<file path="config.mk">
export PLATFORM = sky130hd
export DESIGN_NAME = traffic_light_pedestrian_controller_core
export DESIGN_NICKNAME = d
export VERILOG_FILES = /design/src/hdl/tlpc_pkg.sv /design/src/hdl/tlpc_step.sv /design/src/hdl/traffic_light_pedestrian_controller_core.sv
export SDC_FILE = /design/constraint.sdc
export NUM_CORES = 1
export LEC_CHECK = 0
export BUFFER_PORTS_ARGS = -buffer_cell sky130_fd_sc_hd__clkbuf_2
export CAP_MARGIN = 5
export CORE_MARGIN = 2
export CORE_UTILIZATION = 40
export CTS_BUF_LIST = sky130_fd_sc_hd__clkbuf_8
export DETAILED_ROUTE_END_ITERATION = 6
export GPL_TIMING_DRIVEN = 1
export SLEW_MARGIN = 40
export SYNTH_ARGS = -nofsm -noshare
export SYNTH_HDL_FRONTEND = slang
export SYNTH_SLANG_ARGS = --single-unit
export TNS_END_PERCENT = 1
</file>
<file path="constraint.sdc">
create_clock -name clk -period 3.8 [get_ports clk]
set_clock_uncertainty 0.15 [all_clocks]
set_input_delay 0.38 -clock clk [delete_from_list [all_inputs] [get_ports clk]]
set_output_delay 0.38 -clock clk [all_outputs]
set_load 0.005 [all_outputs]
</file>
<file path="src/hdl/tlpc_pkg.sv">
// Shared types, phase codes, register indexes and phase entry function for the light sequencer.
package tlpc_pkg;

	localparam logic [2:0] PH_GREEN  = 3'd0;
	localparam logic [2:0] PH_YELLOW = 3'd1;
	localparam logic [2:0] PH_FLASH  = 3'd2;
	localparam logic [2:0] PH_ALLRED = 3'd3;
	localparam logic [2:0] PH_SOLID  = 3'd4;
	localparam logic [2:0] PH_BLINK  = 3'd5;
	localparam logic [2:0] PH_CLEAR  = 3'd6;

	localparam logic [2:0] REG_GREEN     = 3'd0;
	localparam logic [2:0] REG_YELLOW    = 3'd1;
	localparam logic [2:0] REG_FLASH     = 3'd2;
	localparam logic [2:0] REG_ALLRED    = 3'd3;
	localparam logic [2:0] REG_SOLID     = 3'd4;
	localparam logic [2:0] REG_BLINK     = 3'd5;
	localparam logic [2:0] REG_CLEARANCE = 3'd6;

	localparam logic [7:0] RST_GREEN     = 8'd10;
	localparam logic [7:0] RST_YELLOW    = 8'd5;
	localparam logic [7:0] RST_FLASH     = 8'd10;
	localparam logic [7:0] RST_ALLRED    = 8'd5;
	localparam logic [7:0] RST_SOLID     = 8'd5;
	localparam logic [7:0] RST_BLINK     = 8'd10;
	localparam logic [7:0] RST_CLEARANCE = 8'd2;

	typedef struct packed {
		logic tick;
		logic button;
	} item_t;

	typedef struct packed {
		logic ew_green;
		logic ew_yellow;
		logic ew_red;
		logic ns_green;
		logic ns_yellow;
		logic ns_red;
		logic walk_lamp;
		logic stop_lamp;
		logic buzzer_on;
	} result_t;

	typedef struct packed {
		logic [7:0] green_time;
		logic [7:0] yellow_time;
		logic [7:0] flash_time;
		logic [7:0] all_red_time;
		logic [7:0] walk_solid_time;
		logic [7:0] walk_blink_time;
		logic [7:0] clearance_time;
	} cfg_t;

	typedef struct packed {
		logic [2:0] phase;
		logic [7:0] countdown;
		logic       axis_is_ns;
		logic       blink_bit;
	} seq_t;

	function automatic seq_t enter_phase(seq_t s, logic [2:0] ph, cfg_t cfg);
		seq_t r;
		r = s;
		r.phase = ph;
		r.blink_bit = 1'b0;
		unique case (ph)
			PH_GREEN:  r.countdown = cfg.green_time;
			PH_YELLOW: r.countdown = cfg.yellow_time;
			PH_FLASH: begin
				r.countdown = cfg.flash_time;
				r.blink_bit = 1'b1;
			end
			PH_ALLRED: r.countdown = cfg.all_red_time;
			PH_SOLID: begin
				r.countdown = cfg.walk_solid_time;
				r.blink_bit = 1'b1;
			end
			PH_BLINK:  r.countdown = cfg.walk_blink_time;
			default: begin
				if (cfg.clearance_time == 8'd0) begin
					r.phase = PH_GREEN;
					r.countdown = cfg.green_time;
				end else begin
					r.phase = PH_CLEAR;
					r.countdown = cfg.clearance_time;
				end
			end
		endcase
		return r;
	endfunction

endpackage

</file>
<file path="src/hdl/tlpc_step.sv">
// Next sequencer state and lamp outputs for one input beat.
module tlpc_step (
	input  tlpc_pkg::seq_t    cur,
	input  tlpc_pkg::cfg_t    cfg,
	input  tlpc_pkg::item_t   item,
	output tlpc_pkg::seq_t    nxt,
	output tlpc_pkg::result_t result
);

	tlpc_pkg::seq_t pre;
	logic ag, ay, ar, walk, stop, buzz;

	always_comb begin
		pre = cur;
		if (item.button && (cur.phase == tlpc_pkg::PH_GREEN ||
			cur.phase == tlpc_pkg::PH_YELLOW)) begin
			pre = tlpc_pkg::enter_phase(cur, tlpc_pkg::PH_FLASH, cfg);
		end
	end

	always_comb begin
		nxt = pre;
		if (item.tick) begin
			priority if (pre.phase > tlpc_pkg::PH_CLEAR) begin
				nxt = tlpc_pkg::enter_phase(pre, tlpc_pkg::PH_GREEN, cfg);
			end else if (pre.countdown <= 8'd1) begin
				unique case (pre.phase)
					tlpc_pkg::PH_GREEN:
						nxt = tlpc_pkg::enter_phase(pre, tlpc_pkg::PH_YELLOW, cfg);
					tlpc_pkg::PH_YELLOW: begin
						nxt = tlpc_pkg::enter_phase(pre, tlpc_pkg::PH_GREEN, cfg);
						nxt.axis_is_ns = ~pre.axis_is_ns;
					end
					tlpc_pkg::PH_FLASH:
						nxt = tlpc_pkg::enter_phase(pre, tlpc_pkg::PH_ALLRED, cfg);
					tlpc_pkg::PH_ALLRED:
						nxt = tlpc_pkg::enter_phase(pre, tlpc_pkg::PH_SOLID, cfg);
					tlpc_pkg::PH_SOLID:
						nxt = tlpc_pkg::enter_phase(pre, tlpc_pkg::PH_BLINK, cfg);
					tlpc_pkg::PH_BLINK:
						nxt = tlpc_pkg::enter_phase(pre, tlpc_pkg::PH_CLEAR, cfg);
					default:
						nxt = tlpc_pkg::enter_phase(pre, tlpc_pkg::PH_GREEN, cfg);
				endcase
			end else begin
				nxt.countdown = pre.countdown - 8'd1;
				if (pre.phase == tlpc_pkg::PH_FLASH || pre.phase == tlpc_pkg::PH_BLINK) begin
					nxt.blink_bit = ~pre.blink_bit;
				end else begin
					nxt.blink_bit = 1'b0;
				end
			end
		end
	end

	always_comb begin
		ag = 1'b0;
		ay = 1'b0;
		ar = 1'b1;
		walk = 1'b0;
		stop = 1'b1;
		buzz = 1'b0;
		unique case (nxt.phase)
			tlpc_pkg::PH_GREEN: begin
				ag = 1'b1;
				ar = 1'b0;
			end
			tlpc_pkg::PH_YELLOW: begin
				ay = 1'b1;
				ar = 1'b0;
			end
			tlpc_pkg::PH_FLASH: begin
				ay = nxt.blink_bit;
				ar = 1'b0;
			end
			tlpc_pkg::PH_SOLID: begin
				walk = 1'b1;
				stop = 1'b0;
				buzz = nxt.blink_bit;
			end
			tlpc_pkg::PH_BLINK: begin
				walk = nxt.blink_bit;
				stop = 1'b0;
				buzz = nxt.blink_bit;
			end
			default: begin
				ar = 1'b1;
			end
		endcase
	end

	always_comb begin
		result.ew_green  = nxt.axis_is_ns ? 1'b0 : ag;
		result.ew_yellow = nxt.axis_is_ns ? 1'b0 : ay;
		result.ew_red    = nxt.axis_is_ns ? 1'b1 : ar;
		result.ns_green  = nxt.axis_is_ns ? ag : 1'b0;
		result.ns_yellow = nxt.axis_is_ns ? ay : 1'b0;
		result.ns_red    = nxt.axis_is_ns ? ar : 1'b1;
		result.walk_lamp = walk;
		result.stop_lamp = stop;
		result.buzzer_on = buzz;
	end

endmodule

</file>
<file path="src/hdl/traffic_light_pedestrian_controller_core.sv">
// Top level of the two-axis traffic light sequencer with pedestrian request.
// Each input beat (tick, button) yields one result beat with the lamp states after
// that beat is applied. A beat is registered on entry, the sequencer state and lamps
// are updated by one short step of logic, and the result lands in an output register;
// a new beat is taken every cycle while the result side keeps up. The seven timing
// registers are written through the configuration channel (index 0 green_time to
// 6 clearance_time; higher indexes are dropped) and apply when a phase is next
// entered. Button beats outside the car cycle are ignored.
module traffic_light_pedestrian_controller_core (
	input  logic                clk,
	input  logic                arst_n,
	input  logic                item_valid,
	output logic                item_ready,
	input  tlpc_pkg::item_t     item,
	output logic                result_valid,
	input  logic                result_ready,
	output tlpc_pkg::result_t   result,
	input  logic                cfg_valid,
	output logic                cfg_ready,
	input  logic [2:0]          cfg_index,
	input  logic [7:0]          cfg_data
);

	tlpc_pkg::cfg_t    cfg_q;
	tlpc_pkg::seq_t    seq_q;
	tlpc_pkg::seq_t    seq_nxt;
	tlpc_pkg::item_t   item_s1;
	logic              valid_s1;
	tlpc_pkg::result_t step_result;
	tlpc_pkg::result_t result_q;
	logic              result_valid_q;
	logic              advance;

	assign advance      = valid_s1 && (!result_valid_q || result_ready);
	assign item_ready   = !valid_s1 || advance;
	assign cfg_ready    = 1'b1;
	assign result_valid = result_valid_q;
	assign result       = result_q;

	always_ff @(posedge clk or negedge arst_n) begin
		if (!arst_n) begin
			cfg_q.green_time      <= tlpc_pkg::RST_GREEN;
			cfg_q.yellow_time     <= tlpc_pkg::RST_YELLOW;
			cfg_q.flash_time      <= tlpc_pkg::RST_FLASH;
			cfg_q.all_red_time    <= tlpc_pkg::RST_ALLRED;
			cfg_q.walk_solid_time <= tlpc_pkg::RST_SOLID;
			cfg_q.walk_blink_time <= tlpc_pkg::RST_BLINK;
			cfg_q.clearance_time  <= tlpc_pkg::RST_CLEARANCE;
		end else if (cfg_valid && cfg_ready) begin
			unique case (cfg_index)
				tlpc_pkg::REG_GREEN:     cfg_q.green_time      <= cfg_data;
				tlpc_pkg::REG_YELLOW:    cfg_q.yellow_time     <= cfg_data;
				tlpc_pkg::REG_FLASH:     cfg_q.flash_time      <= cfg_data;
				tlpc_pkg::REG_ALLRED:    cfg_q.all_red_time    <= cfg_data;
				tlpc_pkg::REG_SOLID:     cfg_q.walk_solid_time <= cfg_data;
				tlpc_pkg::REG_BLINK:     cfg_q.walk_blink_time <= cfg_data;
				tlpc_pkg::REG_CLEARANCE: cfg_q.clearance_time  <= cfg_data;
				default: ;
			endcase
		end
	end

	always_ff @(posedge clk or negedge arst_n) begin
		if (!arst_n) begin
			valid_s1 <= 1'b0;
		end else if (item_ready) begin
			valid_s1 <= item_valid;
		end
	end

	always_ff @(posedge clk) begin
		if (item_ready && item_valid) begin
			item_s1 <= item;
		end
	end

	tlpc_step u_step (
		.cur    (seq_q),
		.cfg    (cfg_q),
		.item   (item_s1),
		.nxt    (seq_nxt),
		.result (step_result)
	);

	always_ff @(posedge clk or negedge arst_n) begin
		if (!arst_n) begin
			seq_q.phase      <= tlpc_pkg::PH_GREEN;
			seq_q.countdown  <= tlpc_pkg::RST_GREEN;
			seq_q.axis_is_ns <= 1'b0;
			seq_q.blink_bit  <= 1'b0;
		end else if (advance) begin
			seq_q <= seq_nxt;
		end
	end

	always_ff @(posedge clk or negedge arst_n) begin
		if (!arst_n) begin
			result_valid_q <= 1'b0;
		end else if (advance) begin
			result_valid_q <= 1'b1;
		end else if (result_ready) begin
			result_valid_q <= 1'b0;
		end
	end

	always_ff @(posedge clk) begin
		if (advance) begin
			result_q <= step_result;
		end
	end

endmodule

</file>
==> results of run 1 <==
## worst register-to-register path, delay by kind of cell, from the launching register on
kind	cells	cell delay, ps
simple gates	5	1490
fa+ha+maj	1	310
mux	1	390
compound gates	2	420
flops	1	510
## registers in the layout, indices dropped and copies added (netlist names)
name / count
seq_q: 13
valid_s1: 1
item_s1: 2
result_valid: 1
result: 9
cfg_q: 56
## worst paths after layout
kind / from / end / slack, ps / cells past startpoint
worst max-delay path: item_s1[0] / result[3] / 310 / 9
worst min-delay path: item[0] / item_s1[0] / 50 / 1
worst max register to register: item_s1[0] / result[3] / 310 / 9
worst min register to register: seq_q[1] / seq_q[1] / 340 / 1
max in group asynchronous: arst_n / seq_q[5] / 2440 / 3
min in group asynchronous: arst_n / seq_q[6] / 350 / 2
## layout make-up
cell class	instances	area, µm²
Clock buffer	9	124
Clock inverter	7	41.3
Fill cell	1052	5810
Inverter	9	33.8
Multi-Input combinational cell	291	2140
Sequential cell	82	2130
Tap cell	140	175
Timing Repair Buffer	48	295
## power by group
part,internal (mW),total (mW),switching [mW],leakage (nW)
Combinational,0.441,0.987,0.546,0.913
Sequential,1.13,1.29,0.166,0.935
Clock,0.233,0.570,0.337,0.0934
Total,1.80,2.85,1.05,1.94
## per-layer routing
metal  GRT usage [%]  share of wire (%)  vias up
met5               0                  0        -
met3            4.12                5.3       19
met1            28.7                 45     1647
met4            7.60                2.4        0
met2            33.3                 47      108
li1                -                  -     1579
## through the flow
step	total power [mW]	cell area, µm²	cells	util, %
finish	2.85	4940	586	45.9
global route	3.04	4940	586	45.9
CTS	2.85	4940	586	45.9
detailed placement	2.28	4760	569	44.3
global placement	2.26	4760	569	44.3
floorplan	1.97	4380	401	-
## cell families (layout without fill, tap and decap cells)
group / after synthesis / count (layout) / synth area share (%)
fa+ha+maj: 2 / 2 / 0.571
xor+xnor: 11 / 11 / 2.20
other cells: 1 / 1 / 0.0856
flops: 82 / 82 / 48.5
simple gates: 123 / 123 / 15.5
mux: 62 / 62 / 15.8
compound gates: 92 / 92 / 14.7
buf+inv: 28 / 73 / 2.57
## Yosys cell counts, types with 2 or more instances
library cell	count	area [µm²]
sky130_fd_sc_hd__edfxtp_1	11	330
sky130_fd_sc_hd__nor3_1	14	70.1
sky130_fd_sc_hd__xnor2_1	8	70.1
sky130_fd_sc_hd__nor3b_1	5	37.5
sky130_fd_sc_hd__nand2b_1	9	56.3
sky130_fd_sc_hd__o21ai_0	19	95.1
sky130_fd_sc_hd__a2111oi_0	2	17.5
sky130_fd_sc_hd__o221ai_1	3	26.3
sky130_fd_sc_hd__dfstp_2	15	394
sky130_fd_sc_hd__o211ai_1	2	15.0
sky130_fd_sc_hd__ha_1	2	25.0
sky130_fd_sc_hd__dfrtp_1	56	1400
sky130_fd_sc_hd__buf_2	3	15.0
sky130_fd_sc_hd__a222oi_1	3	30.0
sky130_fd_sc_hd__a221oi_1	2	17.5
sky130_fd_sc_hd__mux2i_1	7	70.1
sky130_fd_sc_hd__a31oi_1	5	31.3
sky130_fd_sc_hd__nand3b_1	2	15.0
sky130_fd_sc_hd__xor2_1	3	26.3
sky130_fd_sc_hd__a211oi_1	2	15.0
sky130_fd_sc_hd__and3_1	2	12.5
sky130_fd_sc_hd__nor4_1	4	25.0
sky130_fd_sc_hd__a22oi_1	10	75.1
sky130_fd_sc_hd__nor4_2	2	25.0
sky130_fd_sc_hd__a22o_1	3	26.3
sky130_fd_sc_hd__nand3_1	6	30.0
sky130_fd_sc_hd__inv_1	9	33.8
sky130_fd_sc_hd__or2_2	5	31.3
sky130_fd_sc_hd__o31ai_1	4	30.0
sky130_fd_sc_hd__nor2_1	25	93.8
sky130_fd_sc_hd__or4_1	5	37.5
sky130_fd_sc_hd__clkbuf_1	14	52.6
sky130_fd_sc_hd__or4_4	2	22.5
sky130_fd_sc_hd__nand2_1	25	93.8
sky130_fd_sc_hd__and2_1	3	18.8
sky130_fd_sc_hd__nor2b_1	2	12.5
sky130_fd_sc_hd__a21oi_1	15	75.1
sky130_fd_sc_hd__or3_1	4	25.0
sky130_fd_sc_hd__a311oi_1	2	17.5
sky130_fd_sc_hd__o21ai_1	6	30.0
sky130_fd_sc_hd__nand4b_1	3	26.3
sky130_fd_sc_hd__mux2_2	54	608
sky130_fd_sc_hd__o22ai_1	4	25.0
## timing repair
item                                   in CTS  in global routing
endpoints found under the hold margin      28                  0
hold buffers                                1                  0
buffers inserted                            0                  0
==> flow_metrics.env, run 1 <==
export IMPL_run_status="finished, final reports clean"
export IMPL_hold_viol=0
export IMPL_power_per_cell_area_mw_per_mm2=577
export IMPL_worst_slack_ps=306
export IMPL_startpoint_class="flop"
export IMPL_floorplan_initialDensity_pct=40.8
export IMPL_setup_viol_count_final=0
export IMPL_wl_per_cell_um=19.3
export IMPL_cts_path_max_buffers=2
export IMPL_worstSetupPathType="reg -> reg"
export IMPL_path_max_fanout=8
export IMPL_cts_htree_levels=3
export IMPL_viasPerCell=5.72
export IMPL_area_growth_syn_to_layout_pct=12.7
export IMPL_place_detailed_hpwl_mm=8.24
export IMPL_global_route_wire_length_before_repair_mm=18.6
export IMPL_timing_critical_path_to_type="flop"
export IMPL_async_flop_share_pct=86.6
export IMPL_die_width_um=109
export IMPL_clk_root_buffer_cell="sky130_fd_sc_hd__clkbuf_8"
export IMPL_drt_antenna_violating_nets=0
export IMPL_power_leakage_nw=1.94
export IMPL_clock_fmax_mhz=286
export IMPL_synth_main_ff_cell="sky130_fd_sc_hd__dfrtp_1"
export IMPL_drt_total_wl_mm=11.3
export IMPL_tightestPinTransition_ps=628
export IMPL_coreArea_mm2=0.0107
export IMPL_synth_seq_area_share_pct=48.5
export IMPL_largest_net_degree_at_the_start_of_global_routing=35
export IMPL_path_clk_slew_ps=90
export IMPL_worstPathRequired_ps=3780
export IMPL_final_period_demand_of_the_worst_path_ps=3490
export IMPL_synth_warnings=0
export IMPL_max_slew_margin_pct=58.0
export IMPL_die_y_um=109
export IMPL_edff_count_synth=11
export IMPL_gp_congestion=0.884
export IMPL_final_min_period_over_clock_period_pct=91.9
export IMPL_portBuffers=28
export IMPL_drt_first_pass_iters=5
export IMPL_worst_skew_pair_late_latency_ps=370
export IMPL_yosys_register_bits=82
export IMPL_tritoncts_clock_tree="done"
export IMPL_hold_path_class="in -> reg"
export IMPL_fin_hold_ws_ps=50.5
export IMPL_synth_lib_cells_used_distinct=62
export IMPL_fp_row_count=38
export IMPL_quantity_of_gates_resized_following_cts=0
export IMPL_setup_tns_final_ps=0
export IMPL_synthesis_instances=401
export IMPL_drv_max_cap_violation_count=0
export IMPL_timing_max_transition_violations_final=0
export IMPL_layout_commonest_cell="sky130_fd_sc_hd__dfrtp_1"
export IMPL_track_usage_pct=21.0
export IMPL_number_of_inserted_diodes=0
export IMPL_io_pins=30
export IMPL_nets=461
export IMPL_number_of_global_route_vias_before_repair=3442
export IMPL_crit_slowest_cell="sky130_fd_sc_hd__edfxtp_1"
export IMPL_die_area_mm2=0.0118
export IMPL_cp_cell_sequence="nor3b_1 -> mux2i_1 -> ha_1 -> nor2_1 -> nor4_2 -> o21ai_2 -> or3_1 -> a21bo_4 -> nand2b_1"
export IMPL_number_of_buffers_added_by_the_clock_tree_synthesis_step=9
export IMPL_antenna_found_initial=0
export IMPL_grt_overflow_total=0
export IMPL_drt_initial_violations=237
export IMPL_synthesis_area_per_instance_um2=10.9
export IMPL_critical_path_buf_inv_count=0
export IMPL_netlist_area_mm2=0.00438
export IMPL_drc=0
export IMPL_drive_gt1_share_pct=32.7
export IMPL_worst_path_dominant_cell_family="simple AND/OR/NAND/NOR gates"
export IMPL_clock_sinks=82
export IMPL_vias=3353
export IMPL_critical_path_arrival_ps=3480
export IMPL_dp_slack_ps=375
export IMPL_synth_net_count=421
export IMPL_rsz0062_at_grt="no"
export IMPL_irDropWorstVdd_mv=0.260
export IMPL_max_stage_delay_ps=510
export IMPL_final_cell_mix="56 x sky130_fd_sc_hd__dfrtp_1, 54 x sky130_fd_sc_hd__mux2_2, 27 x sky130_fd_sc_hd__clkbuf_2, 25 x sky130_fd_sc_hd__nand2_1, 25 x sky130_fd_sc_hd__nor2_1"
No activity file was read; power rests on OpenSTA's default activity.
==> run 2, diff against run 1 <==
- clock period: 3.8 -> 3.5 ns (I/O delays scaled with it)
==> run 2 against run 1 <==
Die area unchanged. Highest routed layer unchanged. Power rose by 16%. Sequential share of layout area shrank 0.86 points. Largest power group unchanged. Critical path type unchanged. Sequential cell count is the same. Worst setup slack worse by 110 ps. Count of clock-buffer cells in the layout up 2. Register-to-register slack got worse by 110 ps. Worst hold slack worse by 41 ps.
==> flow_metrics.env, run 2 (synthesis results as in run 1) <==
export IMPL_track_usage_pct=21.1
export IMPL_dp_slack_ps=216
export IMPL_largest_register_ffs=56
export IMPL_portBuffers=28
export IMPL_coreArea_mm2=0.0107
export IMPL_io_pins=30
export IMPL_area_sequential_mm2=0.00213
export IMPL_drc=0
export IMPL_viasPerCell=5.87
export IMPL_die_y_um=109
export IMPL_clock_sinks=82
export IMPL_worstSetupPathType="reg -> reg"
export IMPL_power_switching_mw=1.15
export IMPL_die_width_um=109
export IMPL_cts_path_max_buffers=2
export IMPL_layout_commonest_cell="sky130_fd_sc_hd__dfrtp_1"
export IMPL_setup_tns_final_ps=0
export IMPL_design_power_total_mw=3.30
export IMPL_reg2reg_slack_ps=190
export IMPL_final_core_occ_pct=46.9
export IMPL_final_fill_count=1028
export IMPL_cts_repair_timing_setup_buffer_count=0
export IMPL_critical_path_arrival_ps=3310
export IMPL_startpoint="seq_q[11]"
export IMPL_startpoint_class="flop"
export IMPL_drv_max_cap_violation_count=0
export IMPL_max_flop_register="cfg_q"
export IMPL_hold_path_class="in -> reg"
export IMPL_gp_congestion=0.927
export IMPL_final_min_period_over_clock_period_pct=94.5
export IMPL_multiInputGateArea_mm2=0.00215
export IMPL_antenna_found_initial=0
export IMPL_relative_contribution_of_combinational_cells_to_total_power_pct=32.6
export IMPL_number_of_buffers_added_by_the_clock_tree_synthesis_step=9
export IMPL_path_clk_slew_ps=90
export IMPL_number_of_cells_on_the_worst_hold_path=1
export IMPL_placement_cell_area_mm2=0.00478
export IMPL_hold_path_startpoint="item[0]"
export IMPL_cts_htree_levels=3
export IMPL_rsz0062_at_grt="no"
export IMPL_floorplan_initialDensity_pct=40.8
export IMPL_vias=3443
export IMPL_regToRegEndpoint="result[3]"
export IMPL_max_slew_margin_pct=51.3
export IMPL_fp_row_count=38
export IMPL_path_max_fanout=5
export IMPL_drive_gt1_share_pct=33.6
export IMPL_hold_viol=0
export IMPL_drt_first_pass_iters=5
export IMPL_area_growth_syn_to_layout_pct=15.0
export IMPL_drt_initial_violations=230
export IMPL_critical_path_reg2reg_startpoint="seq_q[11]"
export IMPL_drt_total_wl_mm=11.5
export IMPL_timing_critical_path_to_type="flop"
export IMPL_power_report_internal_total_mw=2.15
export IMPL_drt_antenna_violating_nets=0
export IMPL_nets=462
export IMPL_irDropWorstVdd_mv=0.367
export IMPL_worstPathRequired_ps=3500
export IMPL_largest_net_degree_at_the_start_of_global_routing=39
export IMPL_setup_viol_count_final=0
export IMPL_clock_fmax_mhz=302
export IMPL_quantity_of_gates_resized_following_cts=0
export IMPL_power_per_cell_area_mw_per_mm2=655
export IMPL_wl_per_cell_um=19.5
export IMPL_grt_overflow_total=0
export IMPL_tightestPinTransition_ps=729
export IMPL_tritoncts_clock_tree="done"
export IMPL_cts_hold_fix_bufs=2
export IMPL_run_status="finished, final reports clean"
export IMPL_power_clock_fraction_pct=24.8
export IMPL_global_route_wire_length_before_repair_mm=18.6
export IMPL_power_leakage_nw=1.98
export IMPL_pwr_share_seq_pct=42.6
export IMPL_worst_r2r_cell_count=9
export IMPL_die_area_mm2=0.0118
export IMPL_finish_instance_area_mm2=0.00504
export IMPL_number_of_inserted_diodes=0
export IMPL_worst_slack_ps=191
export IMPL_clk_root_buffer_cell="sky130_fd_sc_hd__clkbuf_8"
export IMPL_min_to="item_s1[0]"
export IMPL_final_cell_mix="56 x sky130_fd_sc_hd__dfrtp_1, 54 x sky130_fd_sc_hd__mux2_2, 27 x sky130_fd_sc_hd__clkbuf_2, 25 x sky130_fd_sc_hd__nand2_1, 25 x sky130_fd_sc_hd__nor2_1"
export IMPL_netSwitchingFraction_pct=34.8
export IMPL_final_period_demand_of_the_worst_path_ps=3310
export IMPL_place_detailed_hpwl_mm=8.26
export IMPL_timing_max_transition_violations_final=0
export IMPL_number_of_global_route_vias_before_repair=3423
export IMPL_worst_skew_pair_late_latency_ps=380
-- run 2: critical path, cell delays in order, from the launching register on --
cell and delay (ps):
sky130_fd_sc_hd__dfrtp_1 410, sky130_fd_sc_hd__nor3b_1 320, sky130_fd_sc_hd__mux2i_1 340, sky130_fd_sc_hd__ha_1 290
sky130_fd_sc_hd__nor2_1 130, sky130_fd_sc_hd__nor4_2 460, sky130_fd_sc_hd__o21ai_2 190, sky130_fd_sc_hd__or3_1 420
sky130_fd_sc_hd__a21bo_4 240, sky130_fd_sc_hd__nand2b_1 130
-- run 2: power by group through the flow --
stage	Combinational, mW	Clock, mW	Sequential (mW)
6_report	1.08	0.818	1.40
5_1_grt	1.19	0.870	1.44
4_1_cts	1.07	0.831	1.40
3_5_place_dp	1.07	0	1.42
3_3_place_gp	1.05	0	1.41
2_1_floorplan	0.775	0	1.36
-- run 2: worst max path at each step --
stage / endpoint / slack, ps
CTS: result[3] / 220
global placement: result[3] / 340
floorplan: result[3] / 280
detailed placement: result[3] / 220
global route: result[7] / 2
finish: result[3] / 190
-- run 2: cell type report --
type | count | share of cell area [%]
flip-flops and latches | 82 | 42.2
multi-input cells | 291 | 42.6
clock inverters | 5 | 1.71
inverters | 9 | 0.671
clock buffers | 11 | 3.01
well taps | 140 | 3.48
repair buffers | 49 | 6.31
-- run 2: routing by layer --
metal | wire length (µm) | vias to the layer above | track usage, %
met4 | 202 | 0 | 6.50
li1 | - | 1576 | -
met1 | 4970 | 1710 | 28.2
met2 | 5550 | 138 | 34.1
met5 | 0 | - | 0
met3 | 735 | 19 | 4.84
-- run 2: stage by stage --
stage,hold slack [ps],std cells
2_1_floorplan,-95.6,401
3_3_place_gp,317,569
3_5_place_dp,205,569
4_1_cts,5.38,587
5_1_grt,3.24,587
6_report,9.04,587
